### src/uatx_pkg.sv
// ============================================================================
// uatx_pkg
// Shared word types, character type, front-end states and constants for the
// serial transmit framer.
// ============================================================================
package uatx_pkg;

    // Input word: command and byte.
    typedef struct packed {
        logic       cmd;
        logic [7:0] data;
    } t_in_word;

    // Output word: one line level per bit period.
    typedef struct packed {
        logic line_level;
        logic last;
    } t_out_word;

    // Character queued between front and back; last marks the item's final one.
    typedef struct packed {
        logic [7:0] ch;
        logic       last;
    } t_char;

    typedef enum logic [2:0] {
        F_IDLE,
        F_RAW,
        F_HUND,
        F_TENS,
        F_UNITS
    } t_front_state;

    localparam logic       CMD_RAW    = 1'b0;
    localparam logic       CMD_DEC    = 1'b1;
    localparam logic [7:0] ASCII_ZERO = 8'h30;

    localparam int Q_DEPTH = 4;
    localparam int Q_AW    = 2;

endpackage

### src/uatx_front.sv
// ============================================================================
// uatx_front
// Accepts input words, splits decimal bytes into digits and queues characters.
// ============================================================================
module uatx_front (
    input  logic              i_clk,
    input  logic              i_rst_n,
    input  logic              i_in_valid,
    output logic              o_in_ready,
    input  uatx_pkg::t_in_word i_in_word,
    input  logic              i_q_full,
    output logic              o_q_push,
    output uatx_pkg::t_char   o_q_char
);
    import uatx_pkg::*;

    t_front_state r_state;
    t_front_state n_state;

    logic [7:0]  r_data;
    logic [1:0]  r_hund;
    logic [3:0]  r_tens;
    logic [3:0]  r_units;

    logic [1:0]  w_hund;
    logic [7:0]  w_rem8;
    logic [6:0]  w_rem;
    logic [14:0] w_prod;
    logic [3:0]  w_tens;
    logic [6:0]  w_tens10;
    logic [3:0]  w_units;

    // Split into digits: compares for hundreds, reciprocal multiply for tens.
    always_comb begin
        if (i_in_word.data >= 8'd200) begin
            w_hund = 2'd2;
            w_rem8 = i_in_word.data - 8'd200;
        end else if (i_in_word.data >= 8'd100) begin
            w_hund = 2'd1;
            w_rem8 = i_in_word.data - 8'd100;
        end else begin
            w_hund = 2'd0;
            w_rem8 = i_in_word.data;
        end
        w_rem    = w_rem8[6:0];
        // 205 / 2048 is exact enough for remainders below 100
        w_prod   = 15'(w_rem) * 15'd205;
        w_tens   = w_prod[14:11];
        w_tens10 = {w_tens, 3'b000} + {2'b00, w_tens, 1'b0};
        w_units  = 4'(w_rem - w_tens10);
    end

    always_ff @(posedge i_clk) begin
        if (!i_rst_n) begin
            r_state <= F_IDLE;
        end else begin
            r_state <= n_state;
        end
    end

    always_ff @(posedge i_clk) begin
        if (i_in_valid && o_in_ready) begin
            r_data  <= i_in_word.data;
            r_hund  <= w_hund;
            r_tens  <= w_tens;
            r_units <= w_units;
        end
    end

    always_comb begin
        n_state       = r_state;
        o_in_ready    = 1'b0;
        o_q_push      = 1'b0;
        o_q_char.ch   = 8'h00;
        o_q_char.last = 1'b0;
        unique case (r_state)
            F_IDLE: begin
                o_in_ready = 1'b1;
                if (i_in_valid) begin
                    if (i_in_word.cmd == CMD_RAW) begin
                        n_state = F_RAW;
                    end else if (w_hund != 2'd0) begin
                        n_state = F_HUND;
                    end else if (w_tens != 4'd0) begin
                        n_state = F_TENS;
                    end else begin
                        n_state = F_UNITS;
                    end
                end
            end
            F_RAW: begin
                o_q_char.ch   = r_data;
                o_q_char.last = 1'b1;
                o_q_push      = !i_q_full;
                if (!i_q_full) begin
                    n_state = F_IDLE;
                end
            end
            F_HUND: begin
                o_q_char.ch = ASCII_ZERO + {6'd0, r_hund};
                o_q_push    = !i_q_full;
                // keep a middle zero once hundreds is sent
                if (!i_q_full) begin
                    n_state = F_TENS;
                end
            end
            F_TENS: begin
                o_q_char.ch = ASCII_ZERO + {4'd0, r_tens};
                o_q_push    = !i_q_full;
                if (!i_q_full) begin
                    n_state = F_UNITS;
                end
            end
            F_UNITS: begin
                o_q_char.ch   = ASCII_ZERO + {4'd0, r_units};
                o_q_char.last = 1'b1;
                o_q_push      = !i_q_full;
                if (!i_q_full) begin
                    n_state = F_IDLE;
                end
            end
            default: begin
                n_state = F_IDLE;
            end
        endcase
    end

endmodule

### src/uatx_fifo.sv
// ============================================================================
// uatx_fifo
// Short character queue that decouples the front end from the bit framer.
// ============================================================================
module uatx_fifo (
    input  logic            i_clk,
    input  logic            i_rst_n,
    input  logic            i_push,
    input  uatx_pkg::t_char i_push_char,
    output logic            o_full,
    input  logic            i_pop,
    output logic            o_nempty,
    output uatx_pkg::t_char o_head
);
    import uatx_pkg::*;

    t_char             r_mem [Q_DEPTH];
    logic [Q_AW-1:0]   r_wr_ptr;
    logic [Q_AW-1:0]   r_rd_ptr;
    logic [Q_AW:0]     r_count;

    logic w_push;
    logic w_pop;

    assign o_full   = (r_count == (Q_AW+1)'(Q_DEPTH));
    assign o_nempty = (r_count != '0);
    assign o_head   = r_mem[r_rd_ptr];
    assign w_push   = i_push && !o_full;
    assign w_pop    = i_pop && o_nempty;

    always_ff @(posedge i_clk) begin
        if (w_push) begin
            r_mem[r_wr_ptr] <= i_push_char;
        end
    end

    always_ff @(posedge i_clk) begin
        if (!i_rst_n) begin
            r_wr_ptr <= '0;
            r_rd_ptr <= '0;
            r_count  <= '0;
        end else begin
            if (w_push) begin
                r_wr_ptr <= r_wr_ptr + 1'b1;
            end
            if (w_pop) begin
                r_rd_ptr <= r_rd_ptr + 1'b1;
            end
            if (w_push && !w_pop) begin
                r_count <= r_count + 1'b1;
            end else if (w_pop && !w_push) begin
                r_count <= r_count - 1'b1;
            end
        end
    end

endmodule

### src/uatx_back.sv
// ============================================================================
// uatx_back
// Frames queued characters into start, data and stop levels, one per bit time.
// ============================================================================
module uatx_back #(
    parameter int DATA_BITS = 8,
    parameter int STOP_BITS = 2
) (
    input  logic                i_clk,
    input  logic                i_rst_n,
    input  logic [7:0]          i_bit_period,
    input  logic                i_q_nempty,
    input  uatx_pkg::t_char     i_q_head,
    output logic                o_q_pop,
    output logic                o_out_valid,
    input  logic                i_out_ready,
    output uatx_pkg::t_out_word o_out_word
);
    import uatx_pkg::*;

    localparam int FRAME_LEN = 1 + DATA_BITS + STOP_BITS;
    localparam int POS_W     = $clog2(FRAME_LEN);
    localparam logic [POS_W-1:0] POS_LAST     = POS_W'(FRAME_LEN - 1);
    localparam logic [POS_W-1:0] POS_DATA_END = POS_W'(DATA_BITS);

    logic [POS_W-1:0]     r_pos;
    logic [DATA_BITS-1:0] r_shift;
    logic                 r_lastc;
    logic [8:0]           r_timer;
    logic                 r_out_valid;
    t_out_word            r_out_word;

    logic      w_slot_free;
    logic      w_load;
    logic [8:0] w_period;
    t_out_word w_word;

    assign w_slot_free = !r_out_valid || i_out_ready;
    assign w_load      = (r_timer == 9'd0) && w_slot_free && ((r_pos != '0) || i_q_nempty);
    assign o_q_pop     = w_load && (r_pos == '0);
    assign w_period    = (i_bit_period == 8'd0) ? 9'd256 : {1'b0, i_bit_period};

    always_comb begin
        if (r_pos == '0) begin
            w_word.line_level = 1'b0;
        end else if (r_pos <= POS_DATA_END) begin
            w_word.line_level = r_shift[0];
        end else begin
            w_word.line_level = 1'b1;
        end
        w_word.last = r_lastc && (r_pos == POS_LAST);
    end

    always_ff @(posedge i_clk) begin
        if (!i_rst_n) begin
            r_pos       <= '0;
            r_timer     <= 9'd0;
            r_out_valid <= 1'b0;
        end else begin
            if (w_load) begin
                r_timer     <= w_period - 9'd1;
                r_out_valid <= 1'b1;
                r_pos       <= (r_pos == POS_LAST) ? '0 : r_pos + 1'b1;
            end else begin
                if (r_timer != 9'd0) begin
                    r_timer <= r_timer - 9'd1;
                end
                if (i_out_ready) begin
                    r_out_valid <= 1'b0;
                end
            end
        end
    end

    always_ff @(posedge i_clk) begin
        if (w_load) begin
            r_out_word <= w_word;
            if (r_pos == '0) begin
                r_shift <= i_q_head.ch[DATA_BITS-1:0];
                r_lastc <= i_q_head.last;
            end else if (r_pos <= POS_DATA_END) begin
                r_shift <= r_shift >> 1;
            end
        end
    end

    assign o_out_valid = r_out_valid;
    assign o_out_word  = r_out_word;

endmodule

### src/uart_tx_byte_and_decimal_core.sv
// ============================================================================
// uart_tx_byte_and_decimal_core
// Serial transmit framer: raw bytes or decimal ASCII digits, framed as
// start bit, LSB-first data bits and stop bits, one output word per level.
// ============================================================================
// Each input word carries a byte and a command. Raw command sends the byte as
// one character; decimal command sends it as one to three ASCII digits with
// leading zeros suppressed (a middle zero after a nonzero hundreds digit is
// kept). Every character leaves as 1 + DATA_BITS + STOP_BITS output words, one
// line level each: low start bit, data bits LSB first, high stop bits. The
// final word of an input item carries last. Output words are spaced by the
// bit timer in the back end, set by bit_period (zero means 256). The front
// end splits digits and queues characters in a four-entry queue, so it takes
// the next input word while the back end is still shifting out the previous
// one; a result word sits in the output register while the framer prepares
// the next. Write bit_period only while the block is idle.
module uart_tx_byte_and_decimal_core #(
    parameter int DATA_BITS = 8,
    parameter int STOP_BITS = 2
) (
    input  logic                i_clk,
    input  logic                i_rst_n,
    // configuration write channel: bit_period
    input  logic                i_cfg_valid,
    output logic                o_cfg_ready,
    input  logic [7:0]          i_cfg_data,
    // input words
    input  logic                i_in_valid,
    output logic                o_in_ready,
    input  uatx_pkg::t_in_word  i_in_word,
    // output words
    output logic                o_out_valid,
    input  logic                i_out_ready,
    output uatx_pkg::t_out_word o_out_word
);
    import uatx_pkg::*;

    logic [7:0] r_bit_period;

    logic  w_q_push;
    t_char w_q_char;
    logic  w_q_full;
    logic  w_q_pop;
    logic  w_q_nempty;
    t_char w_q_head;

    // Always take configuration writes; hold the bit period until rewritten.
    assign o_cfg_ready = 1'b1;

    always_ff @(posedge i_clk) begin
        if (!i_rst_n) begin
            r_bit_period <= 8'd0;
        end else if (i_cfg_valid) begin
            r_bit_period <= i_cfg_data;
        end
    end

    // Front end: accept, classify and split into characters.
    uatx_front u_front (
        .i_clk      (i_clk),
        .i_rst_n    (i_rst_n),
        .i_in_valid (i_in_valid),
        .o_in_ready (o_in_ready),
        .i_in_word  (i_in_word),
        .i_q_full   (w_q_full),
        .o_q_push   (w_q_push),
        .o_q_char   (w_q_char)
    );

    // Character queue between the two halves.
    uatx_fifo u_fifo (
        .i_clk       (i_clk),
        .i_rst_n     (i_rst_n),
        .i_push      (w_q_push),
        .i_push_char (w_q_char),
        .o_full      (w_q_full),
        .i_pop       (w_q_pop),
        .o_nempty    (w_q_nempty),
        .o_head      (w_q_head)
    );

    // Back end: frame characters into line levels at the bit rate.
    uatx_back #(
        .DATA_BITS (DATA_BITS),
        .STOP_BITS (STOP_BITS)
    ) u_back (
        .i_clk        (i_clk),
        .i_rst_n      (i_rst_n),
        .i_bit_period (r_bit_period),
        .i_q_nempty   (w_q_nempty),
        .i_q_head     (w_q_head),
        .o_q_pop      (w_q_pop),
        .o_out_valid  (o_out_valid),
        .i_out_ready  (i_out_ready),
        .o_out_word   (o_out_word)
    );

endmodule

### config.mk
export PLATFORM = sky130hd
export DESIGN_NAME = uart_tx_byte_and_decimal_core
export DESIGN_NICKNAME = d
export VERILOG_FILES = /design/src/uatx_pkg.sv /design/src/uatx_front.sv /design/src/uatx_fifo.sv /design/src/uatx_back.sv /design/src/uart_tx_byte_and_decimal_core.sv
export SDC_FILE = /design/constraint.sdc
export NUM_CORES = 1
export LEC_CHECK = 0
export BUFFER_PORTS_ARGS = -buffer_cell sky130_fd_sc_hd__buf_4
export CORE_ASPECT_RATIO = 2
export CORE_UTILIZATION = 50
export CTS_CLUSTER_DIAMETER = 200
export DETAILED_ROUTE_END_ITERATION = 8
export PLACE_DENSITY = 0.66
export SYNTH_ARGS = -nofsm -noshare
export SYNTH_HDL_FRONTEND = slang
export SYNTH_SLANG_ARGS = --single-unit
### constraint.sdc
create_clock -name i_clk -period 7.7 [get_ports i_clk]
set_input_delay 0.77 -clock i_clk [delete_from_list [all_inputs] [get_ports i_clk]]
set_output_delay 0.77 -clock i_clk [all_outputs]
set_load 0.01 [all_outputs]
==> results.py, run 1 <==
metrics = {
    "min_path": {
        "hp-start": "u_back.o_out_valid",
        "min_path_cells": 2,
        "holdPathEnd": "u_back.o_out_valid",
        "hold_class": "register to register",
    },
    "sta": {
        "rsz0062_at_grt": "false",
        "min_period_ns": 6.54,
        "skew_ns": 0.00509,
        "tightestPinTransition_ns": 0.929,
        "fmax_ghz": 0.153,
        "setup_violations": 0,
        "layout_worst_path_cycle_share": 0.850,
        "slew_headroom": 0.376,
        "slew_violations": 0,
        "hold_viol": 0,
        "fin_tns_setup_ns": 0,
        "fin_ws_ns": 1.16,
    },
    "grt": {
        "top_usage_layer": "met2",
        "grt_util_met1": 0.187,
        "globalRouteMet3Util": 0.0333,
        "grtUsageTotal": 0.214,
        "overflow": 0,
        "grt_max_degree": 28,
        "grt_pass1_vias": 3761,
        "grt_pass1_wl_um": 18400,
        "antenna_found_initial": 0,
        "use_met2": 0.442,
    },
    "setup_path": {
        "critPathKind": "input port to register",
        "cp_num_buf_inv": 6,
        "crit_path_max_incr_delay_ns": 0.52,
        "path_delay_family": "adder cells",
        "r2r_start": "u_back.r_pos[3]",
        "regToRegSetupSlack_ns": 4.45,
        "critical_path.startpoint_type": "input port",
        "crit_path_end_kind": "register",
        "r2r-end": "u_back.r_timer[8]",
        "reg2reg_depth": 13,
        "cp_max_fo": 6,
        "worstPathRequired_ns": 7.79,
        "worstPathArrival_ns": 6.64,
        "slowest_stage": "fa_1",
    },
    "logic_synthesis": {
        "postSynth.asyncResetShare": 0,
        "synth_area_per_cell_um2": 11.5,
        "syn-num-nets": 561,
        "syn_inst": 480,
        "ys_ff_latch": 99,
        "ys_seq_area_frac": 0.477,
        "yosysUniqueCellTypes": 55,
        "synth_edf_count": 65,
        "yosys_warnings": 0,
        "synth_ff_type": "edfxtp_1",
        "syn_area_um2": 5520,
    },
    "route": {
        "drtPass1Iterations": 4,
        "drc_errors": 0,
        "num_vias": 3646,
        "drtIter0Drc": 101,
        "finalWirelength_um": 11200,
        "routed_via_density": 5.69,
        "wire_per_inst_um": 17.5,
        "drtAntennaViolNets": 0,
    },
    "clock_tree": {
        "cts_resized": 0,
        "cts_tree": "yes",
        "cts_buffers": 9,
        "cts_max_level": 3,
        "insertion_delay_ns": 0.34,
        "postCtsSetupBuffers": 0,
        "clock-root-buffer": "clkbuf_16",
        "clkTransAtPathRegs_ns": 0.07,
        "clkSinkCount": 99,
        "clock_path_buffers": 2,
        "hold_buffers": 0,
    },
    "placed_design": {
        "routabilityCongestion": 0.885,
        "dp_hpwl_um": 8810,
        "pre_cts_slack_ns": 0.926,
        "io_buffers": 25,
    },
    "die": {
        "die-area_um2": 11500,
        "die_w_um": 76.3,
        "core_um2": 10600,
        "start_util": 0.520,
        "die_h_um": 151,
        "rows": 53,
        "ioPinCount": 27,
    },
    "layout": {
        "drive_gt1_frac": 0.131,
        "fill_cells": 905,
        "antenna_cells": 0,
        "fin_nets": 580,
        "syn_to_final_growth_pct": 10.2,
    },
    "flow_run": {
        "max_cap_violations": 0,
    },
    "power": {
        "leakage_nw": 2.47,
        "power.density_nw_per_um2": 344,
        "ir_worst_vdd_mv": 0.172,
    },
    "run_status": {
        "outcome": "finished clean",
    },
}
layer usage:
metal	share of wire	routed length [um]
met1	0.33	3740
met3	0.022	252
met2	0.60	6750
met4	0.043	483
met5	0	0
layout by cell type, fill, tap and decap left out, drive strengths merged, types with 3 or more instances in the layout:
master / instances
a211oi: 3
a21boi: 4
a21o: 3
a21oi: 21
a31oi: 3
and2: 14
buf: 25
clkbuf: 9
dfxtp: 34
edfxtp: 65
fa: 9
ha: 50
inv: 43
mux2: 7
mux2i: 16
mux4: 9
nand2: 30
nand3: 14
nand4: 3
nor2: 30
nor2b: 14
nor3: 10
nor3b: 3
nor4: 4
nor4b: 3
o21ai: 20
o22ai: 3
or3: 3
xnor2: 16
xor2: 8
worst min-delay path, stage by stage, from the launching register on:
cell and delay [ns]:
dfxtp_1 0.31, nand2b_1 0.10, a21boi_0 0.08
how the worst max path moves through the flow:
stage                 start            endpoint  depth (start not counted)
3_5_place_dp   i_in_word[0]  u_front.r_units[3]                         29
3_3_place_gp   i_in_word[0]  u_front.r_units[3]                         30
5_1_grt        i_in_word[0]  u_front.r_units[3]                         29
6_report       i_in_word[0]  u_front.r_units[3]                         29
2_1_floorplan  i_in_word[0]  u_front.r_units[3]                         25
4_1_cts        i_in_word[0]  u_front.r_units[3]                         29
final cells by class:
type / count / area (um^2) / share of cell area
Timing Repair Buffer: 25 / 188 / 0.0309
Sequential cell: 99 / 2630 / 0.433
Tap cell: 137 / 171 / 0.0282
Clock inverter: 7 / 61.3 / 0.0101
Clock buffer: 9 / 225 / 0.0370
Multi-Input combinational cell: 324 / 2650 / 0.436
Inverter: 40 / 153 / 0.0251
sequential cells by signal, indices dropped and copies added, names as in the netlist, named ones only:
register            count
u_back.r_timer          9
u_back.o_out_valid      1
u_front.r_units         4
u_front.r_data          8
r_bit_period            8
u_back.r_pos            4
u_back.r_lastc          1
u_fifo.r_mem           36
u_fifo.r_count          3
u_fifo.r_wr_ptr         2
u_back.o_out_word       2
u_front.r_tens          4
u_front.r_hund          2
u_back.r_shift          8
u_fifo.r_rd_ptr         2
u_front.r_state         3
cells by family after synthesis:
kind of cell    share of synthesized area
fa+ha+maj                           0.148
other cells                      0.000679
buf+inv                            0.0428
flops                               0.477
xor+xnor                           0.0381
simple gates                        0.134
compound gates                     0.0798
mux                                0.0800
cell usage after synthesis (4+ instances only):
master    count  area share
fa_1          9       0.033
nand2_1      30       0.020
nor2b_1      14       0.016
o21ai_0      20       0.018
xor2_1        8       0.013
a21oi_1      21       0.019
xnor2_1      16       0.025
clkbuf_1     12      0.0082
mux2_2        7       0.014
nand3_1      12       0.011
dfxtp_1      34        0.12
inv_1        39       0.027
nor2_1       30       0.020
a21boi_0      4      0.0054
ha_1         50        0.11
nor3_1       10      0.0091
and2_1       14       0.016
mux4_2        9       0.037
mux2i_1      16       0.029
edfxtp_1     65        0.35
power breakdown:
group | leakage, nW | internal (mW) | total, mW | switching [mW]
sequential | 0.888 | 0.752 | 0.842 | 0.0893
combinational | 1.45 | 0.374 | 0.826 | 0.452
clock | 0.135 | 0.225 | 0.425 | 0.201
total | 2.47 | 1.35 | 2.09 | 0.743
metrics by stage:
step	power [mW]	hold WS (ns)	cell area [um^2]	utilization	instances
finish	2.09	0.531	6080	0.573	641
global placement	1.65	0.519	5790	0.546	625
detailed placement	1.68	0.519	5790	0.546	625
floorplan	1.45	0.481	5520	-	480
global route	2.23	0.585	6080	0.573	641
CTS	2.11	0.536	6080	0.573	641
(Power assumes the default switching activity.)
==> inputs of run 2 (changes only) <==
- clock period: 7.7 -> 6.4 ns (I/O delays scaled with it)
==> run 2 against run 1 <==
Against the previous run: critical path depth down 3; first-iteration DRC count grew 70%; final area increased by 0.62%; cell count up 0.62%; die area unchanged; count of clock-buffer cells in the layout unchanged; critical endpoint unchanged; clock power rose by 22%; non-clock buffer count grew 4; sequential power increased by 20%; largest power group unchanged; worst hold slack lost 0.011 ns.
==> results.py, run 2 (synthesized netlist as in run 1, its figures left out) <==
metrics = {
    "run_status": {
        "outcome": "finished clean",
    },
    "die": {
        "start_util": 0.520,
        "rows": 53,
        "die-area_um2": 11500,
        "die_h_um": 151,
        "core_um2": 10600,
        "die_w_um": 76.3,
        "ioPinCount": 27,
    },
    "clock_tree": {
        "cts_max_level": 3,
        "clkTransAtPathRegs_ns": 0.07,
        "clock-root-buffer": "clkbuf_16",
        "postCtsSetupBuffers": 0,
        "cts_tree": "yes",
        "insertion_delay_ns": 0.34,
        "clkSinkCount": 99,
        "cts_buffers": 9,
        "clock_path_buffers": 2,
    },
    "grt": {
        "grt_pass1_vias": 3756,
        "antenna_found_initial": 0,
        "grt_pass1_wl_um": 18200,
        "grtUsageTotal": 0.209,
        "grt_max_degree": 28,
        "overflow": 0,
    },
    "route": {
        "drtAntennaViolNets": 0,
        "num_vias": 3621,
        "finalWirelength_um": 11100,
        "drtPass1Iterations": 4,
        "wl_met3_um": 192,
        "wire_per_inst_um": 17.2,
        "drtIter0Drc": 172,
        "top_layer": "met4",
        "routed_via_density": 5.61,
        "m1WireLength_um": 3720,
        "dr_wl_met2_um": 6660,
        "drc_errors": 0,
    },
    "power": {
        "power.density_nw_per_um2": 411,
        "leakage_nw": 2.50,
        "ir_worst_vdd_mv": 0.220,
    },
    "min_path": {
        "holdPathEnd": "u_front.r_data[4]",
        "min_path_cells": 1,
        "hp-start": "i_in_word[4]",
        "hold_class": "input port to register",
    },
    "flow_run": {
        "max_cap_violations": 0,
    },
    "setup_path": {
        "r2r-end": "u_back.r_timer[8]",
        "reg2reg_depth": 13,
        "critPathKind": "input port to register",
        "r2r_start": "u_back.r_pos[3]",
        "cp_max_fo": 7,
        "crit_path_end_kind": "register",
        "critical_path.startpoint_type": "input port",
        "regToRegSetupSlack_ns": 3.20,
        "worstPathRequired_ns": 6.49,
        "worstPathArrival_ns": 6.10,
    },
    "sta": {
        "setup_violations": 0,
        "layout_worst_path_cycle_share": 0.939,
        "slew_headroom": 0.393,
        "skew_ns": 0.00730,
        "slew_violations": 0,
        "rsz0062_at_grt": "false",
        "holdWs_ns": 0.521,
        "tightestPinTransition_ns": 0.903,
        "fmax_ghz": 0.166,
        "fin_tns_setup_ns": 0,
        "hold_viol": 0,
        "min_period_ns": 6.01,
    },
    "placed_design": {
        "dp_hpwl_um": 8710,
        "routabilityCongestion": 0.904,
        "dpl_cell_area_um2": 5820,
        "io_buffers": 25,
    },
    "layout": {
        "reg.largest.list": "u_fifo.r_mem x36, u_back.r_timer x9",
        "layout_commonest_cell": "edfxtp_1",
        "fin_nets": 584,
        "final_area_um2": 6120,
        "syn_to_final_growth_pct": 10.9,
        "drive_gt1_frac": 0.140,
        "largest_register_ffs": 36,
        "largest-register": "u_fifo.r_mem",
        "final_cell_mix": "edfxtp_1 (65), ha_1 (50), inv_1 (39), dfxtp_1 (34)",
        "antenna_cells": 0,
    },
}
==> run 2: cell types whose count changed in the layout (fill, tap and decap cells not counted), sizes merged <==
cell / before / now
clkinvlp: 2 / 0
buf: 25 / 29
clkinv: 2 / 1
inv: 43 / 46
==> run 2: worst max-delay path by stage <==
stage / start / to / slack, ns / cells after the start
after CTS: i_in_word[1] / u_front.r_units[3] / 0.41 / 27
after detailed placement: i_in_word[1] / u_front.r_units[3] / 0.05 / 27
final: i_in_word[1] / u_front.r_units[3] / 0.39 / 26
after global placement: i_in_word[1] / u_front.r_units[3] / 0.15 / 27
after global routing: i_in_word[1] / u_front.r_units[3] / 0.03 / 29
after floorplan: i_in_word[0] / u_front.r_units[3] / 0.52 / 25
==> run 2: critical path: stages <==
cell      delay, ns
buf_4          0.12
inv_1          0.07
ha_1           0.23
a2111o_1       0.47
nand3_2        0.11
mux2i_1        0.29
xnor2_1        0.16
ha_1           0.33
inv_1          0.06
fa_1           0.50
inv_1          0.06
ha_1           0.27
inv_1          0.05
fa_1           0.49
inv_1          0.04
ha_1           0.27
and4_1         0.23
a21oi_1        0.19
nand3_1        0.15
o21a_1         0.25
nor3_1         0.19
nor3_2         0.07
ha_1           0.34
a211oi_1       0.26
xnor2_1        0.14
xnor2_1        0.14
==> run 2: layer usage <==
metal	vias to the layer above	GRT usage
met1	1763	0.186
met5	-	0
met3	34	0.0218
met4	0	0.126
met2	56	0.435
li1	1768	-
==> run 2: layout make-up <==
type,count,area (um^2)
Tap cell,137,171
Sequential cell,99,2630
Timing Repair Buffer,29,218
Fill cell,930,4490
Inverter,40,153
Clock inverter,7,63.8
Clock buffer,9,225
Multi-Input combinational cell,324,2660
==> run 2: repair_timing <==
item / CTS / global route
hold buffers: 0 / 0
endpoints found under the setup margin: 0 / 1
gates resized for setup: 0 / 2
==> run 2: through the flow <==
step	utilization	setup WS (ns)	cells	power [mW]
after floorplan	-	0.517	480	1.75
after global placement	0.549	0.154	629	1.97
after detailed placement	0.549	0.0475	629	2.01
after CTS	0.576	0.408	645	2.53
after global routing	0.577	0.0272	645	2.68
final	0.577	0.391	645	2.52
==> run 2: report_power, final <==
group / switching [mW] / total (mW) / internal (mW)
registers: 0.107 / 1.01 / 0.905
logic: 0.535 / 0.985 / 0.450
clock network: 0.246 / 0.520 / 0.274
